## config.mk

```make
export PLATFORM = sky130hd
export DESIGN_NAME = bezier_timed_curve_eval
export DESIGN_NICKNAME = d
export VERILOG_FILES = /design/src/rtl/bte_pkg.sv /design/src/rtl/bte_lerp.sv /design/src/rtl/bte_seq.sv /design/src/rtl/bezier_timed_curve_eval.sv
export SDC_FILE = /design/constraint.sdc
export NUM_CORES = 2
export LEC_CHECK = 0
export BUFFER_PORTS_ARGS = -buffer_cell sky130_fd_sc_hd__clkbuf_2
export CORE_UTILIZATION = 46
export DETAILED_ROUTE_END_ITERATION = 7
export PLACE_DENSITY = 0.76
export SETUP_SLACK_MARGIN = 0.3
export SLEW_MARGIN = 40
export SYNTH_ARGS = -nofsm -noshare
export SYNTH_HDL_FRONTEND = slang
export SYNTH_SLANG_ARGS = --single-unit
```

## constraint.sdc

```tcl
create_clock -name clk -period 5.95 [get_ports clk]
set_clock_uncertainty 0.15 [all_clocks]
set_input_delay 0 -clock clk [delete_from_list [all_inputs] [get_ports clk]]
set_output_delay 0 -clock clk [all_outputs]
set_load 0.01 [all_outputs]
```

## src/rtl/bte_pkg.sv

```systemverilog
`timescale 1ns / 1ps
`default_nettype none

package bte_pkg;

    // integer bits of a curve coordinate, before the fraction bits
    localparam int COORD_INT_W = 27;

    localparam int CFG_IDX_W  = 3;
    localparam int CFG_DATA_W = 32;

    localparam logic [CFG_IDX_W-1:0] CFG_START_TIME     = 3'd0;
    localparam logic [CFG_IDX_W-1:0] CFG_DURATION       = 3'd1;
    localparam logic [CFG_IDX_W-1:0] CFG_START_LEVEL    = 3'd2;
    localparam logic [CFG_IDX_W-1:0] CFG_START_HANDLE_X = 3'd3;
    localparam logic [CFG_IDX_W-1:0] CFG_START_HANDLE_Y = 3'd4;
    localparam logic [CFG_IDX_W-1:0] CFG_END_LEVEL      = 3'd5;
    localparam logic [CFG_IDX_W-1:0] CFG_END_HANDLE_X   = 3'd6;
    localparam logic [CFG_IDX_W-1:0] CFG_END_HANDLE_Y   = 3'd7;

    localparam int STEP_W = 4;
    typedef logic [STEP_W-1:0] step_t;

    // schedule of one de casteljau evaluation on the three-stage lerp unit
    localparam step_t STEP_ISSUE_P01 = 4'd0;
    localparam step_t STEP_ISSUE_P12 = 4'd1;
    localparam step_t STEP_ISSUE_P23 = 4'd2;
    localparam step_t STEP_CAP_A     = 4'd3;
    localparam step_t STEP_CAP_B     = 4'd4;
    localparam step_t STEP_CAP_C     = 4'd5;
    localparam step_t STEP_ISSUE_BC  = 4'd6;
    localparam step_t STEP_CAP_D     = 4'd8;
    localparam step_t STEP_CAP_E     = 4'd9;
    localparam step_t STEP_ISSUE_DE  = 4'd10;
    localparam step_t STEP_LAST      = 4'd13;

    typedef enum logic [2:0] {
        ST_IDLE,
        ST_PREP,
        ST_EVAL_X,
        ST_CHECK,
        ST_MID,
        ST_LOAD_Y,
        ST_EVAL_Y,
        ST_ROUND
    } state_t;

    typedef enum logic [2:0] {
        OP_P01,
        OP_P12,
        OP_P23,
        OP_AB,
        OP_BC,
        OP_DE
    } lerp_op_t;

    typedef struct packed {
        logic     busy;
        lerp_op_t op;
        logic     cap_a;
        logic     cap_b;
        logic     cap_c;
        logic     cap_d;
        logic     cap_e;
        logic     cap_f;
        logic     prep;
        logic     check;
        logic     mid;
        logic     load_y;
        logic     round;
    } ctrl_t;

    typedef struct packed {
        logic hit;
        logic iter_last;
    } status_t;

endpackage

`default_nettype wire

```

## src/rtl/bte_lerp.sv

```systemverilog
`timescale 1ns / 1ps
`default_nettype none

module bte_lerp #(
    parameter int FRAC_BITS = 16,
    parameter int CW        = 43
) (
    input  wire  logic                   clk,
    input  wire  logic signed [CW-1:0]   a,
    input  wire  logic signed [CW-1:0]   b,
    input  wire  logic [FRAC_BITS:0]     u,
    output logic signed [CW-1:0]         r
);

    localparam int PW = CW + FRAC_BITS + 3;

    logic signed [CW-1:0] a1_reg;
    logic signed [CW:0]   d1_reg;
    logic signed [CW-1:0] a2_reg;
    logic signed [PW-1:0] p2_reg;
    logic signed [CW-1:0] r_reg;

    logic signed [CW:0]   d1_next;
    logic signed [PW-1:0] p2_next;
    logic signed [CW-1:0] r_next;

    // r = a + floor((b - a) * u / 2^frac)
    assign d1_next = $signed({b[CW-1], b}) - $signed({a[CW-1], a});
    assign p2_next = d1_reg * $signed({1'b0, u});
    assign r_next  = a2_reg + $signed(p2_reg[FRAC_BITS +: CW]);

    always_ff @(posedge clk)
    begin
        a1_reg <= a;
        d1_reg <= d1_next;
        a2_reg <= a1_reg;
        p2_reg <= p2_next;
        r_reg  <= r_next;
    end

    assign r = r_reg;

endmodule

`default_nettype wire

```

## src/rtl/bte_seq.sv

```systemverilog
`timescale 1ns / 1ps
`default_nettype none

module bte_seq (
    input  wire  logic              clk,
    input  wire  logic              rst_n,
    input  wire  logic              start_go,
    input  wire  bte_pkg::status_t  status,
    output bte_pkg::ctrl_t          ctrl
);

    import bte_pkg::*;

    state_t state_reg;
    state_t state_next;
    step_t  step_reg;
    step_t  step_next;

    always_ff @(posedge clk or negedge rst_n)
    begin
        if (!rst_n)
        begin
            state_reg <= ST_IDLE;
            step_reg  <= '0;
        end
        else
        begin
            state_reg <= state_next;
            step_reg  <= step_next;
        end
    end

    always_comb
    begin
        state_next = state_reg;
        step_next  = '0;
        unique case (state_reg)
            ST_IDLE:
            begin
                if (start_go)
                    state_next = ST_PREP;
            end
            ST_PREP:
                state_next = ST_EVAL_X;
            ST_EVAL_X:
            begin
                if (step_reg == STEP_LAST)
                    state_next = ST_CHECK;
                else
                    step_next = step_reg + 1'b1;
            end
            ST_CHECK:
            begin
                if (status.hit)
                    state_next = ST_LOAD_Y;
                else
                    state_next = ST_MID;
            end
            ST_MID:
            begin
                if (status.iter_last)
                    state_next = ST_LOAD_Y;
                else
                    state_next = ST_EVAL_X;
            end
            ST_LOAD_Y:
                state_next = ST_EVAL_Y;
            ST_EVAL_Y:
            begin
                if (step_reg == STEP_LAST)
                    state_next = ST_ROUND;
                else
                    step_next = step_reg + 1'b1;
            end
            ST_ROUND:
                state_next = ST_IDLE;
            default:
                state_next = ST_IDLE;
        endcase
    end

    always_comb
    begin
        ctrl      = '0;
        ctrl.op   = OP_P01;
        ctrl.busy = (state_reg != ST_IDLE);
        unique case (state_reg)
            ST_PREP:   ctrl.prep   = 1'b1;
            ST_CHECK:  ctrl.check  = 1'b1;
            ST_MID:    ctrl.mid    = 1'b1;
            ST_LOAD_Y: ctrl.load_y = 1'b1;
            ST_ROUND:  ctrl.round  = 1'b1;
            ST_EVAL_X, ST_EVAL_Y:
            begin
                unique case (step_reg)
                    STEP_ISSUE_P01: ctrl.op = OP_P01;
                    STEP_ISSUE_P12: ctrl.op = OP_P12;
                    STEP_ISSUE_P23: ctrl.op = OP_P23;
                    STEP_CAP_A:     ctrl.cap_a = 1'b1;
                    STEP_CAP_B:     ctrl.cap_b = 1'b1;
                    STEP_CAP_C:
                    begin
                        ctrl.cap_c = 1'b1;
                        ctrl.op    = OP_AB;
                    end
                    STEP_ISSUE_BC:  ctrl.op = OP_BC;
                    STEP_CAP_D:     ctrl.cap_d = 1'b1;
                    STEP_CAP_E:     ctrl.cap_e = 1'b1;
                    STEP_ISSUE_DE:  ctrl.op = OP_DE;
                    STEP_LAST:      ctrl.cap_f = 1'b1;
                    default:        ctrl.op = OP_P01;
                endcase
            end
            default:   ctrl.busy = ctrl.busy;
        endcase
    end

endmodule

`default_nettype wire

```

## src/rtl/bezier_timed_curve_eval.sv

```systemverilog
`timescale 1ns / 1ps
`default_nettype none

// Evaluates a cubic Bezier animation curve at an absolute time in ms. An item is taken at
// a clock edge with start high and busy low; busy then stays high until the result. The
// curve parameter is found by bisection from the previous item's parameter, with each X
// evaluation run as six lerps on one shared three-stage multiply unit and each bisection
// step including the compare and the midpoint, followed by one Y evaluation.
// The done strobe follows the Y evaluation, which starts when a bisection step lands within
// one ms or when the search runs to its cap of ITERATIONS steps, 24 by default. level_out
// and in_progress are valid only in the single cycle that done is high and must be taken
// then; the next item may be started in that same cycle. Configuration writes are taken at
// any edge with cfg_we high and must only be made while busy is low.
module bezier_timed_curve_eval #(
    parameter int ITERATIONS = 24,
    parameter int FRAC_BITS  = 16
) (
    input  wire  logic                                clk,
    input  wire  logic                                rst_n,
    input  wire  logic                                start,
    output logic                                      busy,
    output logic                                      done,
    input  wire  logic [31:0]                         current_time,
    output logic signed [15:0]                        level_out,
    output logic                                      in_progress,
    input  wire  logic                                cfg_we,
    input  wire  logic [bte_pkg::CFG_IDX_W-1:0]       cfg_index,
    input  wire  logic [bte_pkg::CFG_DATA_W-1:0]      cfg_data
);

    import bte_pkg::*;

    localparam int CW = COORD_INT_W + FRAC_BITS;
    localparam int UW = FRAC_BITS + 1;
    localparam int IW = $clog2(ITERATIONS);
    localparam int XPAD = COORD_INT_W - 25;
    localparam int LPAD = COORD_INT_W - 14;
    localparam int YPAD = COORD_INT_W - 17;
    localparam int DPAD = COORD_INT_W - 24;

    localparam logic [UW-1:0] ONE_U = {1'b1, {FRAC_BITS{1'b0}}};
    localparam logic signed [CW:0] ONE_D =
        {{(COORD_INT_W){1'b0}}, 1'b1, {FRAC_BITS{1'b0}}};
    localparam logic signed [CW:0] NEG_ONE_D = -ONE_D;
    localparam logic signed [CW-1:0] HALF_C =
        {{(COORD_INT_W){1'b0}}, 1'b1, {(FRAC_BITS-1){1'b0}}};
    localparam logic [IW-1:0] ITER_LAST = IW'(ITERATIONS - 1);

    ctrl_t   ctrl;
    status_t status;

    // configuration
    logic [31:0]        start_time_reg;
    logic [23:0]        duration_reg;
    logic [13:0]        start_level_reg;
    logic signed [24:0] start_handle_x_reg;
    logic signed [15:0] start_handle_y_reg;
    logic [13:0]        end_level_reg;
    logic signed [24:0] end_handle_x_reg;
    logic signed [15:0] end_handle_y_reg;

    // item state
    logic [31:0]          now_reg;
    logic [23:0]          off_reg;
    logic                 prog_reg;
    logic signed [CW-1:0] pt0_reg, pt1_reg, pt2_reg, pt3_reg;
    logic signed [CW-1:0] la_reg, lb_reg, lc_reg, ld_reg, le_reg, res_reg;
    logic [UW-1:0]        u_reg, lo_reg, hi_reg, last_param_reg;
    logic [IW-1:0]        iter_reg;
    logic signed [15:0]   level_out_reg;
    logic                 in_progress_reg;
    logic                 done_reg;

    // combinational
    logic [32:0]          time_diff;
    logic                 past_end;
    logic [23:0]          off_next;
    logic                 prog_next;
    logic signed [26:0]   x2_int;
    logic signed [16:0]   y1_int, y2_int;
    logic [UW-1:0]        u_init;
    logic signed [CW-1:0] op_a, op_b, lerp_r;
    logic signed [CW-1:0] target;
    logic signed [CW:0]   xdiff;
    logic                 x_above;
    logic [UW-1:0]        mid_next;
    logic signed [CW-1:0] round_sum;
    logic signed [COORD_INT_W-1:0] y_int;
    logic signed [15:0]   level_next;

    bte_seq u_seq (
        .clk      (clk),
        .rst_n    (rst_n),
        .start_go (start && !busy),
        .status   (status),
        .ctrl     (ctrl)
    );

    bte_lerp #(
        .FRAC_BITS (FRAC_BITS),
        .CW        (CW)
    ) u_lerp (
        .clk (clk),
        .a   (op_a),
        .b   (op_b),
        .u   (u_reg),
        .r   (lerp_r)
    );

    always_comb
    begin
        case (ctrl.op)
            OP_P01:  begin op_a = pt0_reg; op_b = pt1_reg; end
            OP_P12:  begin op_a = pt1_reg; op_b = pt2_reg; end
            OP_P23:  begin op_a = pt2_reg; op_b = pt3_reg; end
            OP_AB:   begin op_a = la_reg;  op_b = lb_reg;  end
            OP_BC:   begin op_a = lb_reg;  op_b = lc_reg;  end
            OP_DE:   begin op_a = ld_reg;  op_b = le_reg;  end
            default: begin op_a = pt0_reg; op_b = pt1_reg; end
        endcase
    end

    // offset time, clamped to the curve
    assign time_diff = {1'b0, now_reg} - {1'b0, start_time_reg};
    assign past_end  = (time_diff[31:0] > {8'd0, duration_reg});
    assign prog_next = !time_diff[32] && !past_end;
    assign off_next  = time_diff[32] ? 24'd0 : (past_end ? duration_reg : time_diff[23:0]);

    assign x2_int = $signed({3'b000, duration_reg})
                  + $signed({{2{end_handle_x_reg[24]}}, end_handle_x_reg});
    assign y1_int = $signed({3'b000, start_level_reg})
                  + $signed({start_handle_y_reg[15], start_handle_y_reg});
    assign y2_int = $signed({3'b000, end_level_reg})
                  + $signed({end_handle_y_reg[15], end_handle_y_reg});

    assign u_init = (last_param_reg > ONE_U) ? ONE_U : last_param_reg;

    // bisection compare and midpoint
    assign target   = $signed({{DPAD{1'b0}}, off_reg, {FRAC_BITS{1'b0}}});
    assign xdiff    = $signed({res_reg[CW-1], res_reg}) - $signed({1'b0, target});
    assign x_above  = !xdiff[CW] && (xdiff != '0);
    assign mid_next = lo_reg + ((hi_reg - lo_reg) >> 1);

    assign status.hit       = (xdiff < ONE_D) && (xdiff > NEG_ONE_D);
    assign status.iter_last = (iter_reg == ITER_LAST);

    // round half up, then saturate
    assign round_sum = res_reg + HALF_C;
    assign y_int     = round_sum[CW-1:FRAC_BITS];
    always_comb
    begin
        if (y_int[COORD_INT_W-1:15] == '0 || y_int[COORD_INT_W-1:15] == '1)
            level_next = y_int[15:0];
        else if (y_int[COORD_INT_W-1])
            level_next = 16'sh8000;
        else
            level_next = 16'sh7FFF;
    end

    always_ff @(posedge clk or negedge rst_n)
    begin
        if (!rst_n)
        begin
            start_time_reg     <= '0;
            duration_reg       <= '0;
            start_level_reg    <= '0;
            start_handle_x_reg <= '0;
            start_handle_y_reg <= '0;
            end_level_reg      <= '0;
            end_handle_x_reg   <= '0;
            end_handle_y_reg   <= '0;
        end
        else if (cfg_we)
        begin
            unique case (cfg_index)
                CFG_START_TIME:     start_time_reg     <= cfg_data;
                CFG_DURATION:       duration_reg       <= cfg_data[23:0];
                CFG_START_LEVEL:    start_level_reg    <= cfg_data[13:0];
                CFG_START_HANDLE_X: start_handle_x_reg <= $signed(cfg_data[24:0]);
                CFG_START_HANDLE_Y: start_handle_y_reg <= $signed(cfg_data[15:0]);
                CFG_END_LEVEL:      end_level_reg      <= cfg_data[13:0];
                CFG_END_HANDLE_X:   end_handle_x_reg   <= $signed(cfg_data[24:0]);
                CFG_END_HANDLE_Y:   end_handle_y_reg   <= $signed(cfg_data[15:0]);
                default:            start_time_reg     <= start_time_reg;
            endcase
        end
    end

    always_ff @(posedge clk or negedge rst_n)
    begin
        if (!rst_n)
        begin
            last_param_reg  <= '0;
            done_reg        <= 1'b0;
        end
        else
        begin
            done_reg <= ctrl.round;
            if (ctrl.load_y)
                last_param_reg <= u_reg;
        end
    end

    always_ff @(posedge clk)
    begin
        if (start && !busy)
            now_reg <= current_time;

        if (ctrl.prep)
        begin
            off_reg  <= off_next;
            prog_reg <= prog_next;
            pt0_reg  <= '0;
            pt1_reg  <= $signed({{XPAD{start_handle_x_reg[24]}}, start_handle_x_reg,
                                 {FRAC_BITS{1'b0}}});
            pt2_reg  <= $signed({x2_int, {FRAC_BITS{1'b0}}});
            pt3_reg  <= $signed({{DPAD{1'b0}}, duration_reg, {FRAC_BITS{1'b0}}});
            u_reg    <= u_init;
            lo_reg   <= '0;
            hi_reg   <= ONE_U;
            iter_reg <= '0;
        end

        if (ctrl.load_y)
        begin
            pt0_reg <= $signed({{LPAD{1'b0}}, start_level_reg, {FRAC_BITS{1'b0}}});
            pt1_reg <= $signed({{YPAD{y1_int[16]}}, y1_int, {FRAC_BITS{1'b0}}});
            pt2_reg <= $signed({{YPAD{y2_int[16]}}, y2_int, {FRAC_BITS{1'b0}}});
            pt3_reg <= $signed({{LPAD{1'b0}}, end_level_reg, {FRAC_BITS{1'b0}}});
        end

        if (ctrl.cap_a) la_reg  <= lerp_r;
        if (ctrl.cap_b) lb_reg  <= lerp_r;
        if (ctrl.cap_c) lc_reg  <= lerp_r;
        if (ctrl.cap_d) ld_reg  <= lerp_r;
        if (ctrl.cap_e) le_reg  <= lerp_r;
        if (ctrl.cap_f) res_reg <= lerp_r;

        if (ctrl.check && !status.hit)
        begin
            if (x_above)
                hi_reg <= u_reg;
            else
                lo_reg <= u_reg;
        end

        if (ctrl.mid)
        begin
            u_reg    <= mid_next;
            iter_reg <= iter_reg + 1'b1;
        end

        if (ctrl.round)
        begin
            level_out_reg   <= level_next;
            in_progress_reg <= prog_reg;
        end
    end

    assign busy        = ctrl.busy;
    assign done        = done_reg;
    assign level_out   = level_out_reg;
    assign in_progress = in_progress_reg;

    a_done_single: assert property (@(posedge clk) disable iff (!rst_n)
        done |=> !done)
        else $error("done strobe longer than one cycle");

    a_start_busy: assert property (@(posedge clk) disable iff (!rst_n)
        (start && !busy) |=> busy)
        else $error("accepted item did not raise busy");

    a_done_idle: assert property (@(posedge clk) disable iff (!rst_n)
        done |-> !busy)
        else $error("result shown while still busy");

    a_param_range: assert property (@(posedge clk) disable iff (!rst_n)
        last_param_reg <= ONE_U)
        else $error("stored curve parameter above one");

endmodule

`default_nettype wire
```

* After elaboration in Yosys (flattened, before gate mapping) *
Index checks and enable logic that the tools add are counted.

cells by class
  $add $sub $neg = 12
  multiply operators = 1
  magnitude comparators = 4
  equality and inequality tests = 34
  muxes and demuxes = 45
  reduce and logical (&&, ||, !) cells = 28

operator list
  kind                      number
  $pmux W43 S5              2
  $mux W43                  4
  $mux W17                  9
  $mux W30                  4
  $mul A44 B18 Y59          1
  $gt A44 B17 Y1 const B    1
  $lt A44 B18 Y1 const B    1
  $reduce_bool A44 Y1       1
  $sub A43 B41 Y44          1
  $sub A43 B43 Y44          1
  $add A43 B17 Y43 const B  1
  $add A43 B43 Y43          1
  $add A15 B16 Y17          2
  $sub A32 B32 Y33          1
  $gt A32 B24 Y1            1
  $mux W16                  2
  $eq A3 B3 Y1 const B      10
  $add A25 B25 Y26          1
  $mux W24                  1
  $pmux W3 S8               1
  $eq A3 B2 Y1 const B      6
  $add A17 B16 Y17          1
  $gt A17 B17 Y1 const B    1
  $sub A17 B17 Y17          1
  other kinds (26)          69

word-level totals
  register bits = 903
  output and inout bits = 19
  logic and storage cells = 161

* Logic depth before layout (Yosys ltp) *
  depth after elaboration = 6
  depth in mapped cells = 27
  mapped depth without buffers = 25

* Hierarchy *
A second synthesis with hierarchy kept.

second synthesis, totals
  cells, all modules = 6722
  area, all modules = 67917.6 µm²

modules (own cells, without submodules)
  module                   instances  cells an instance  area each (µm²)  sequential area each (µm²)
  bezier_timed_curve_eval  1          3048               34330.4          18487.7
  bte_lerp                 1          3607               33068.0          4324.1
  bte_seq                  1          67                 519.2            175.2

* Worst setup path after synthesis *
OpenSTA, ideal clock, no wires.

  path type = register -> register
  from = register u_reg[9]
  to = register u_lerp.p2_reg[56]
  setup time = 0.072 ns
  data arrival time = 6.346 ns
  data required time = 5.728 ns
  path slack = -0.619 ns
  cell stages (with the launch flop) = 23
  buffers on the path = 2
  period minus slack after synthesis = 6.569 ns
  cell sequence = edfxtp_1 > clkbuf_1 > clkbuf_1 > nand2_1 > fa_1 > inv_1 > fa_1 > fa_1 > fa_1 > fa_1 > inv_1 > fa_1 > inv_1 > ha_1 > a21oi_1 > o21ai_0 > or4_1 > and3_1 > a21oi_1 > a31oi_1 > a41oi_1 > nor2b_1 > xnor2_1

on the way
  word-level cells in the longest chain between the ends = 1

ends and longest elaborated chain
  item                    line                            text
  start, declared         bezier_timed_curve_eval.sv:68   logic [UW-1:0] u_reg, lo_reg, hi_reg, last_param_reg;
  start signal, assigned  bezier_timed_curve_eval.sv:218  u_reg <= u_init;
  start signal, assigned  bezier_timed_curve_eval.sv:249  u_reg <= mid_next;
  $mul A44 B18 Y59        bte_lerp.sv:29                  assign p2_next = d1_reg * $signed({1'b0, u});
  via u_lerp.p2_next[56]  bte_lerp.sv:24                  logic signed [PW-1:0] p2_next;
  end signal, assigned    bte_lerp.sv:37                  p2_reg <= p2_next;
  end, declared           bte_lerp.sv:20                  logic signed [PW-1:0] p2_reg;

The timed path passes the listed nets, and every way through them passes these cells.
A chain may end at the register's enable or synchronous reset.

* Worst setup path after layout *
  from = register u_reg[3]
  to = register u_lerp.p2_reg[50]

The elaborated chain is that of the path after synthesis.

==> summary.txt <==
Multi-input logic area -> 39300 um^2
Buf/Inv on CP -> 6
Critical path capture point type -> flip-flop
WS Path Type -> flip-flop to flip-flop
Worst reg2reg path startpoint -> u_reg[3]$_DFFE_PP_
H-tree Lvls -> 3
Cells on worst reg2reg path -> 25
Wire per inst -> 20.6 um
Unique masters post-synth -> 89
CP Depth -> 25
Syn Std Cell Area -> 65900 um^2
Hold Vio Cnt, Final -> 0
Top layer in use -> met4
CTS tree -> done
Via count -> 50.7k
Die footprint -> 145000 um^2
CTS Buf Count -> 92
Number of synthesized flops with an enable pin -> 433
Gate Count Post-Synth -> 6490
Synth Area in Compound Gates -> 10.7%
First-pass GRT wire length -> 291000 um
Row count -> 138
Root buf cell -> clkbuf_16
Max-Cap Viols -> 0
Placed cells -> 8631
Most frequent cells in the layout -> 1002 x inv_1, 807 x nand2_1, 668 x fa_1, 433 x edfxtp_1, 385 x buf_4
Placer congestion estimate -> 0.952
Routed WL -> 186000 um
CP arrival -> 6960 ps
Worst hold stages -> 3
Worst slew pin tran -> 919 ps
Fin crit period -> 6490 ps
Synth Warn # -> 0
Antenna cells -> 0
Layout Nets -> 8175
First-pass DRT Iterations -> 8
Final Max Tran Viols -> 0
Ys flop type -> edfxtp_1
Clock transition at path regs -> 60 ps
Overflow after GRT -> 0
Reg2Reg Setup Slack -> -540 ps
CP startpoint kind -> flip-flop
Syn nets -> 7631
Initial Util -> 46.5%
Die W -> 380 um
Max FFs per register -> 44
Die H -> 380 um
I/O pin count -> 90
Sequential cell area fraction in the yosys report -> 34.9%
Initial antenna violation count -> 1
Max Fclk -> 0.154 GHz
Number of synthesized register bits -> 884
Post-route ant nets -> 0
HPWL after DPL -> 139000 um
Req. time, crit path -> 6430 ps
Layout area overhead -> 18.2%
Share of flip-flops with an asynchronous set or reset -> 21.6%
Vias in the first global route -> 53.0k
Core region area -> 142000 um^2
CP peak stage delay -> 530 ps
Run status -> complete, but fails checks
Clk Latency, worst-skew pair -> 720 ps
Setup ws final -> -538 ps
Slew HR -> 38.6%
Crit-path slowest cell -> fa_1
RR Endpoint -> u_lerp.p2_reg[50]$_DFF_P_
Largest family of logic cells by synthesized area -> adder cells
Sink Count -> 884
Final Cycle Share -> 109%
Routed vias/inst -> 5.63
Worst-path fanout max -> 9
Post-synthesis xor/xnor area fraction -> 3.34%
Simple-Gate Fraction of Synth Area -> 12.9%
Cell class contributing the biggest share of worst-path delay -> adder cells
Total track usage -> 25.5%
Layout cells sized above 1 -> 14.8%
Fin cells -> 9004
Initial DRC Count -> 4566
FF+latch area -> 23000 um^2
Hold Crit Class -> input pin to flip-flop
Clk buf depth -> 3
Met2 wire len -> 87600 um
Met1 wire length -> 73300 um
Unrepaired setup endpoints after global routing -> true
Final setup fails -> 39
Worst path most repeated cell -> fa_1
Mux share of post-synthesis cell area -> 2.71%
DRC errors left -> 0
Hold Startpoint -> cfg_data[16]
Largest net degree at the start of global routing -> 106
Failing checks -> negative setup slack
Metal3 WL -> 13300 um
Port Buffers -> 89
Syn avg cell area -> 10.2 um^2
Post-synthesis adder-cell area fraction -> 28.2%
Commonest non-fill, non-tap cell in the layout -> inv_1
Hold Path Sink -> end_handle_x_reg[16]$_DFFE_PN0P_
Fillers -> 11.6k
==> stage by stage <==
step | TNS (ps) | setup slack [ps] | instance area (um^2) | utilization [%] | hold WS [ps]
floorplan | -905 | -136 | 66300 | - | -446
global placement | -12550 | -569 | 71900 | 50.7 | 26.2
detailed placement | -15560 | -582 | 71900 | 50.7 | -138
CTS | -13660 | -536 | 77200 | 54.5 | 2.24
global route | -21020 | -702 | 77900 | 54.9 | 52.1
finish | -13500 | -538 | 77900 | 54.9 | 74.5
==> worst max path at each step <==
stage / startpoint / end / slack, ps
floorplan: u_reg[6]$_DFFE_PP_ / u_lerp.p2_reg[50]$_DFF_P_ / -140
global placement: u_reg[12]$_DFFE_PP_ / u_lerp.p2_reg[50]$_DFF_P_ / -570
detailed placement: u_reg[6]$_DFFE_PP_ / u_lerp.p2_reg[50]$_DFF_P_ / -580
CTS: u_reg[6]$_DFFE_PP_ / u_lerp.p2_reg[52]$_DFF_P_ / -540
global route: u_reg[4]$_DFFE_PP_ / u_lerp.p2_reg[52]$_DFF_P_ / -700
finish: u_reg[3]$_DFFE_PP_ / u_lerp.p2_reg[50]$_DFF_P_ / -540
==> cell usage after synthesis, drive strengths merged (27+ instances only) <==
| library cell | number | share of area [%] |
|---|---|---|
| nor3 | 62 | 0.47 |
| nand4 | 27 | 0.26 |
| nand3 | 115 | 0.87 |
| o21bai | 33 | 0.38 |
| nand2b | 34 | 0.32 |
| mux2i | 50 | 0.76 |
| mux2 | 114 | 1.9 |
| a22oi | 55 | 0.63 |
| a21oi | 237 | 1.8 |
| o21a | 49 | 0.56 |
| ha | 382 | 7.3 |
| o21ai | 294 | 2.2 |
| and2 | 348 | 3.3 |
| a222oi | 59 | 0.90 |
| a21o | 78 | 0.89 |
| fa | 688 | 21 |
| xnor2 | 158 | 2.1 |
| inv | 1014 | 5.8 |
| edfxtp | 433 | 20 |
| nor2b | 46 | 0.44 |
| xor2 | 93 | 1.2 |
| and3 | 51 | 0.48 |
| dfrtp | 191 | 7.3 |
| nand2 | 812 | 4.6 |
| a211oi | 52 | 0.60 |
| clkbuf | 231 | 1.3 |
| a31oi | 29 | 0.28 |
| dfxtp | 260 | 7.9 |
| o31ai | 38 | 0.44 |
| nor2 | 203 | 1.2 |
==> repair_timing <==
action	4_1_cts	5_1_grt
setup buffers	26	21
resized for setup	95	98
hold buffers	148	0
cloned	3	1
endpoints found under the hold margin	422	0
setup endpoints to repair	72	75
pin swaps	32	33
==> per-layer routing <==
layer,global-route usage [%],vias to the layer above
met5,0,-
met4,13.6,0
met3,4.02,587
met2,42.1,2290
met1,32.1,25200
li1,-,22600
==> layout make-up <==
cell class / instances / share of cell area [%]
clock buffers: 129 / 3.37
repair buffers: 701 / 8.08
flip-flops and latches: 884 / 29.5
inverters: 1014 / 4.89
well taps: 1890 / 3.04
clock inverters: 45 / 0.652
multi-input cells: 4341 / 50.5
==> worst register-to-register path: stages, from the launching register on <==
cell and delay [ps]:
edfxtp_1 410, buf_12 180, buf_4 160, and2_1 160, fa_1 530, inv_1 50
fa_2 340, fa_1 530, inv_1 50, fa_1 450, fa_1 490, inv_1 50
fa_1 490, inv_2 50, ha_4 230, a21o_1 180, a21oi_2 150, nor2_1 60
o21ai_2 230, a21oi_4 120, or4_4 500, a21oi_4 200, or3b_4 210, a31oi_4 90
o21a_1 180, a221oi_1 190
==> cells by family (layout without fill, tap and decap cells) <==
family | after synthesis | after routing
compound gates | 1068 | 1068
xor+xnor | 251 | 251
fa+ha+maj | 1070 | 1070
buf+inv | 1265 | 1889
flops | 884 | 884
mux | 164 | 164
simple gates | 1788 | 1788
Power is left out: the tool's default activity adds up to more than one toggle a clock period on the data nets, which glitch-free logic cannot reach.
